[src/rtl/cekc_pkg.sv]
// ----------------------------------------------------------------------------
// cekc_pkg: shared definitions for the clamped-edge kernel convolution
// Field widths, action and register codes, default sizes and the control
// and status bundles between the sequencer and the arithmetic unit.
// ----------------------------------------------------------------------------
package cekc_pkg;

    // default sizes
    localparam int DEF_KERNEL_SIZE = 9;
    localparam int DEF_MAX_WIDTH   = 64;
    localparam int DEF_MAX_HEIGHT  = 64;

    // field widths
    localparam int ACT_W     = 2;
    localparam int POS_W     = 6;
    localparam int PIX_W     = 16;
    localparam int CIDX_W    = 7;
    localparam int COEF_W    = 16;
    localparam int OUT_W     = 18;
    localparam int CFG_W     = 7;
    localparam int CFG_IDX_W = 2;
    localparam int SZ_W      = 7;
    localparam int KS_W      = 24;

    // action codes
    localparam logic [ACT_W-1:0] ACT_LOAD_COEF   = 2'd0;
    localparam logic [ACT_W-1:0] ACT_WRITE_PIXEL = 2'd1;
    localparam logic [ACT_W-1:0] ACT_REQUEST     = 2'd2;

    // configuration register indexes
    localparam logic [CFG_IDX_W-1:0] REG_FRAME_WIDTH  = 2'd0;
    localparam logic [CFG_IDX_W-1:0] REG_FRAME_HEIGHT = 2'd1;
    localparam logic [CFG_IDX_W-1:0] REG_FAST_MODE    = 2'd2;

    localparam logic [CFG_W-1:0] FRAME_WIDTH_RST  = 7'd64;
    localparam logic [CFG_W-1:0] FRAME_HEIGHT_RST = 7'd64;

    // 1.0 in Q2.14, divisor when the coefficients sum to zero
    localparam int ONE_Q14 = 16384;

    localparam logic signed [OUT_W-1:0] OUT_MAX = {1'b0, {(OUT_W-1){1'b1}}};
    localparam logic signed [OUT_W-1:0] OUT_MIN = {1'b1, {(OUT_W-1){1'b0}}};

    // quotient bits resolved by the divider; anything larger saturates
    localparam int QUO_W = OUT_W;

    typedef struct packed {
        logic clear;      // zero the accumulator
        logic mac_en;     // pixel and coefficient operands valid
        logic div_start;  // accumulator final, start normalizing
    } arith_ctl_t;

    typedef struct packed {
        logic                     done;
        logic signed [OUT_W-1:0]  result;
    } arith_stat_t;

    // bit i set when i is a multiple of k
    function automatic logic [2**POS_W-1:0] grid_mask(input int k);
        logic [2**POS_W-1:0] m;
        int                  cnt;
        m   = '0;
        cnt = 0;
        for (int i = 0; i < 2**POS_W; i++)
        begin
            m[i] = (cnt == 0);
            cnt  = (cnt == k - 1) ? 0 : cnt + 1;
        end
        return m;
    endfunction

endpackage

[src/rtl/cekc_kernel_bank.sv]
// ----------------------------------------------------------------------------
// cekc_kernel_bank: kernel coefficient store and running coefficient sum
// Taps read back as zero until written. A write must follow a read of the
// same tap in the cycle before: the old value then on rd_data leaves the sum.
// ----------------------------------------------------------------------------
module cekc_kernel_bank #(
    parameter int KERNEL_SIZE = cekc_pkg::DEF_KERNEL_SIZE
) (
    input  logic                                              clk,
    input  logic                                              rst_n,
    input  logic [$clog2(KERNEL_SIZE*KERNEL_SIZE)-1:0]        rd_addr,
    output logic signed [cekc_pkg::COEF_W-1:0]                rd_data,
    input  logic                                              wr_en,
    input  logic [$clog2(KERNEL_SIZE*KERNEL_SIZE)-1:0]        wr_addr,
    input  logic signed [cekc_pkg::COEF_W-1:0]                wr_data,
    output logic signed [cekc_pkg::KS_W-1:0]                  ksum
);
    import cekc_pkg::*;

    localparam int TAPS = KERNEL_SIZE * KERNEL_SIZE;

    logic signed [COEF_W-1:0] kernel_mem [TAPS];
    logic signed [COEF_W-1:0] rd_word_reg;
    logic                     rd_ok_reg;
    logic                     rd_ok_next;
    logic [TAPS-1:0]          valid_reg;
    logic [TAPS-1:0]          valid_next;
    logic signed [KS_W-1:0]   ksum_reg;
    logic signed [KS_W-1:0]   ksum_next;

    always_ff @(posedge clk)
    begin
        if (wr_en)
        begin
            kernel_mem[wr_addr] <= wr_data;
        end
        rd_word_reg <= kernel_mem[rd_addr];
    end

    always_comb
    begin
        valid_next = valid_reg;
        ksum_next  = ksum_reg;
        rd_ok_next = valid_reg[rd_addr];
        if (wr_en)
        begin
            valid_next[wr_addr] = 1'b1;
            ksum_next = ksum_reg - KS_W'(rd_data) + KS_W'(wr_data);
        end
    end

    always_ff @(posedge clk or negedge rst_n)
    begin
        if (!rst_n)
        begin
            valid_reg <= '0;
            rd_ok_reg <= 1'b0;
            ksum_reg  <= '0;
        end
        else
        begin
            valid_reg <= valid_next;
            rd_ok_reg <= rd_ok_next;
            ksum_reg  <= ksum_next;
        end
    end

    assign rd_data = rd_ok_reg ? rd_word_reg : '0;
    assign ksum    = ksum_reg;

endmodule

[config.mk]
export PLATFORM = sky130hd
export DESIGN_NAME = cekc_kernel_bank
export DESIGN_NICKNAME = d
export VERILOG_FILES = /design/src/rtl/cekc_pkg.sv /design/src/rtl/cekc_kernel_bank.sv
export SDC_FILE = /design/constraint.sdc
export NUM_CORES = 1
export LEC_CHECK = 0
export BUFFER_PORTS_ARGS = -buffer_cell sky130_fd_sc_hd__buf_2
export CORE_ASPECT_RATIO = 0.9
export CORE_MARGIN = 10
export CORE_UTILIZATION = 45
export CTS_CLUSTER_DIAMETER = 30
export CTS_CLUSTER_SIZE = 14
export DETAILED_ROUTE_END_ITERATION = 12
export SLEW_MARGIN = 10
export SYNTH_ARGS = -nofsm -noshare
export SYNTH_HDL_FRONTEND = slang
export SYNTH_SLANG_ARGS = --single-unit
export TNS_END_PERCENT = 100
[constraint.sdc]
create_clock -name clk -period 3.35 [get_ports clk]
set_input_delay 0.1675 -clock clk [delete_from_list [all_inputs] [get_ports clk]]
set_output_delay 0.1675 -clock clk [all_outputs]
set_load 0.01 [all_outputs]
* After elaboration in Yosys (flattened, before gate mapping)
Memories as Yosys holds them, arrays and structs flattened. A register that Yosys moved wholly into a read port is not among the register bits. Index checks and enable logic that the tools add are counted.
Storage, ports and cells: register bits after elaboration 106, latch bits 0, RAM bits 1296, memory bits (read-only) 0, output and inout port bits 40, logic and storage cells 18, memories kept 1
Cells by class: add/subtract/negate cells 2, $mul 0, divide/modulo/power cells 0, magnitude comparators 3, eq/ne operators 0, shift-type cells 0, multiplexer cells 7, bitwise logic cells 1, reduce and logical (&&, ||, !) cells 1
Memory list:
- kernel_mem | depth 81, width 16, rd ports 1, clocked after Yosys merged registers in 1, write ports 1, line cekc_kernel_bank.sv:22 | logic signed [COEF_W-1:0] kernel_mem [TAPS];
Operators by type and width (number):
- OR 81 bit | 1
- adder 24 x 16 -> 24 bit | 1
- subtractor 24 x 16 -> 24 bit | 1
- < comparator 7 x 8 -> 1 bit (second input constant) | 2
- 2-to-1 mux 16 bit | 1
- binary-select mux 1 bit (select 7 bit) | 1
- demux 1 bit (select 7 bit) | 1
- greater-or-equal comparator 7 x 1 -> 1 bit (second input constant) | 1
- 2-to-1 mux 1 bit | 4
- logical AND 1 bit | 1

* Longest topological paths before layout
depth in word-level cells 5, gate-level depth with buffers 13

* Worst setup path before layout
Ideal clock, no wire load.
path type reg-to-reg, start point register rd_ok_reg, end point register ksum_reg[23], in the netlist ksum[23], setup time 0.133 ns, data arrival time 3.015 ns, required time 3.217 ns, setup slack 0.202 ns, stages on the path, launching flop included 13, period minus slack after synthesis 3.148 ns, cells stage by stage dfrtp_1 -> clkbuf_1 -> nand2_1 -> inv_1 -> fa_1 -> inv_1 -> ha_1 -> clkbuf_1 -> nand4_1 -> nor4_1 -> o211ai_1 -> a31oi_1 -> nand4b_1
On the way: cells in the longest elaborated chain, start to end 3
Ends and longest elaborated chain:
- from (decl) | line cekc_kernel_bank.sv:24 | logic rd_ok_reg;
- from (signal assigned) | line cekc_kernel_bank.sv:63 | rd_ok_reg <= rd_ok_next;
- 2-to-1 mux 16 bit | line cekc_kernel_bank.sv:68 | assign rd_data = rd_ok_reg ? rd_word_reg : '0;
- via rd_data (one bit) | line cekc_kernel_bank.sv:12 | output logic signed [cekc_pkg::COEF_W-1:0] rd_data,
- subtractor 24 x 16 -> 24 bit | line cekc_kernel_bank.sv:48 | ksum_next = ksum_reg - KS_W'(rd_data) + KS_W'(wr_data);
- adder 24 x 16 -> 24 bit | line cekc_kernel_bank.sv:48
- to (signal assigned) | line cekc_kernel_bank.sv:64 | ksum_reg <= ksum_next;
- to (decl) | line cekc_kernel_bank.sv:28 | logic signed [KS_W-1:0] ksum_reg;
The timed path passes the listed nets, and every way through them passes these cells. A chain may end at the register's enable or synchronous reset.

* Final worst setup path
start point input rd_addr[4], end point register rd_ok_reg
On the way: cells in the longest elaborated chain, start to end 2
Ends and longest elaborated chain:
- from (decl) | line cekc_kernel_bank.sv:11 | input logic [$clog2(KERNEL_SIZE*KERNEL_SIZE)-1:0] rd_addr,
- binary-select mux 1 bit (select 7 bit) | line cekc_kernel_bank.sv:44 | rd_ok_next = valid_reg[rd_addr];
- 2-to-1 mux 1 bit (implied by the code) | line cekc_kernel_bank.sv:44
- via rd_ok_next | line cekc_kernel_bank.sv:25 | logic rd_ok_next;
The timed path passes the listed nets, and every way through them passes these cells. The select of a mux whose other input is x is not followed.

==> reports/results.ini <==
[route]
wirelength_um=157000
top_layer=met5
first_pass_iters=5
via_per_inst=5.80
dr_wl_met2_um=73100
drt_iter0_markers=3407
routedWlPerCell_um=29.8
drc=0
met1_length_um=64900
dr_total_vias=30525
final_antenna_net_count=0
wl_met3_um=14200

[pwr]
switching_power_mw=12.6
combinationalPowerShare_pct=10.6
clkPwrFrac_pct=51.6
swShare_pct=23.9
p_total_mw=52.9
p_int_mw=40.2
pwr_density_cell_nw_per_um2=756
p_leak_nw=24.7
peakVddDrop_mv=0.488
power_frac_seq_pct=37.8

[flow_run]
max-cap-violations=0

[floorplanning]
die_w_um=394
start_util_pct=45.3
core_um2=125000
die_h_um=357
dieArea_um2=140000
row_count=123
num_io_pins=73

[finish]
finalNonFillerCells=5265
n_fill_cell=9487
area_delta_synth_final_pct=23.4
drive_gt1_share_pct=32.5
largest_register_ffs=1296
nets=3448

[timing]
fmax_mhz=309
post-route-period-util_pct=96.5
skew_ps=45.6
rsz0062_at_grt=true
fin_crit_ps=3230
hold_viol=0
final-setup-viol-count=0
slew_headroom_pct=28.5
slew_viol_final=0
worstMarginPinSlew_ps=1070

[clock_network]
clock_sinks=1418
clock_latency_ps=880
htreeDepth=5
clkTransAtPathRegs_ps=50
cts_buffers=283
cts_root_buf=clkbuf_16
tritoncts=built
clk_path_buf_depth=4

[placed_design]
detailed_place_hpwl_um=96800
dp.cells=4745
io_buffers=72
gp_congestion=0.922

[logic_synthesis]
avgSynthCellArea_um2=19.6
async_flop_share_pct=7.48
synth_top_cell_by_area=edfxtp_1
synth_top_area_share_pct=68.7
postSynthCellCount=2896
ys_warn_count=0
syn_area_um2=56600
ys_top_cells_by_area=edfxtp_1, mux4_2, dfrtp_1
synth_edf_count=1296
ys_seq_elements=1418
synth_commonest_cells=edfxtp_1, mux4_2, mux2i_1
ys_seq_area_share_pct=74.0
synth-main-ff-cell=edfxtp_1
synth_cell_type_count=62
syn_nets=2977
post-synth-top-count-cell=edfxtp_1

[worst_setup_path]
criticalPathCategory=input pin to flip-flop
crit_end=rd_ok_reg
worstSetupStartpointType=input pin
worstPathArrival_ps=3930
r2r_slack_ps=120
worstReg2RegEnd=ksum[16]
crit_path_end_kind=flip-flop
r2r_cells=10
r2r-start=rd_ok_reg
crit_start=rd_addr[4]
crit_fanout=20
cp.required_ps=4050

[global_route]
grt_max_degree=83
grt_first_pass_wirelength_um=226000
grt_pass1_vias=31181
grt_usage_pct=22.2
antenna_found_initial=14
grt-ovfl-total=0

[run_status]
status=completed

[min_path]
hold_path_class=input pin to flip-flop

## power groups by stage
stage	logic, mW	clock network (mW)	registers [mW]
5_1_grt	6.17	28.6	20.0
3_5_place_dp	5.52	0	20.3
3_3_place_gp	5.46	0	20.3
6_report	5.62	27.3	20.0
2_1_floorplan	3.44	0	20.3
4_1_cts	5.59	27.6	20.0
## routing by layer
metal  global-route usage (%)  up-vias
met5                        0        -
met4                     7.67        8
met3                     5.86      270
met2                     34.2     1380
met1                     30.7    16144
li1                         -    12723
## layout by cell type, fill, tap and decap left out, types with 27 or more instances in the layout
cell           n
edfxtp_1    1296
mux4_2       291
clkbuf_16    290
buf_4        232
mux2i_1      225
nor2_1       106
dfrtp_1      106
inv_1         90
or2_2         89
a22oi_1       80
nand2_1       78
buf_2         57
o211ai_1      34
a21oi_1       33
clkinvlp_4    31
bufinv_16     29
nand3_1       28
inv_6         28
clkinv_2      28
nand4_1       27
## kinds of logic after synthesis
logic type               after synthesis  share of synthesized area, %
AO/OA/AOI/OAI                        265                          3.26
AND/OR/NAND/NOR                      397                          3.46
multiplexers                         517                          15.6
adder cells (fa/ha/maj)               48                          1.37
buffers and inverters                236                          2.16
XOR/XNOR                              15                         0.232
flip-flops                          1418                          74.0
## timing repair
action                                 CTS  global route
pin swaps                                0             2
setup endpoints to repair                1             8
hold buffers                            23             0
setup buffers                            0             1
endpoints found under the hold margin  267             0
resized for setup                        1             8
## worst min-delay path by stage
| stage | start | to | slack (ps) | cells past startpoint |
|---|---|---|---|---|
| floorplan | rst_n | ksum[0] | -130 | 0 |
| global placement | rst_n | ksum[22] | 300 | 1 |
| detailed placement | rst_n | ksum[22] | 300 | 1 |
| CTS | wr_addr[1] | kernel_mem[32][11] | 6 | 4 |
| global route | wr_addr[0] | kernel_mem[33][11] | 60 | 4 |
| finish | wr_addr[0] | kernel_mem[33][11] | 70 | 4 |
## stage by stage
step | TNS (ps) | area [um^2] | hold slack, ps | setup WS (ps) | utilization, %
global placement | 0 | 60300 | 302 | 13.5 | 48.3
CTS | 0 | 69900 | 6.46 | 44.4 | 55.9
global route | -5.89 | 69900 | 59.6 | -5.89 | 56.0
finish | 0 | 69900 | 69.9 | 117 | 56.0
floorplan | 0 | 56600 | -128 | 202 | -
detailed placement | -45.7 | 60300 | 297 | -45.7 | 48.3
## critical path, cell delays in order
cell	delay (ps)
dlygate4sd3_1	530
buf_2	200
buf_4	260
inv_1	130
buf_6	360
mux4_2	660
mux2i_1	180
o21ai_1	70
dlygate4sd3_1	570
o211a_1	160
dlygate4sd3_1	620
## cell type report
type	count	area [um^2]	area share, %
clock inverter	172	1880	2.69
multi-input combinational	1242	13600	19.5
timing repair buffer	332	2640	3.78
inverter	90	338	0.483
sequential	1418	41900	59.9
tap	1687	2110	3.02
antenna	2	5.00	0.00716
clock buffer	322	7450	10.7
No activity file was read; power rests on OpenSTA's default activity.
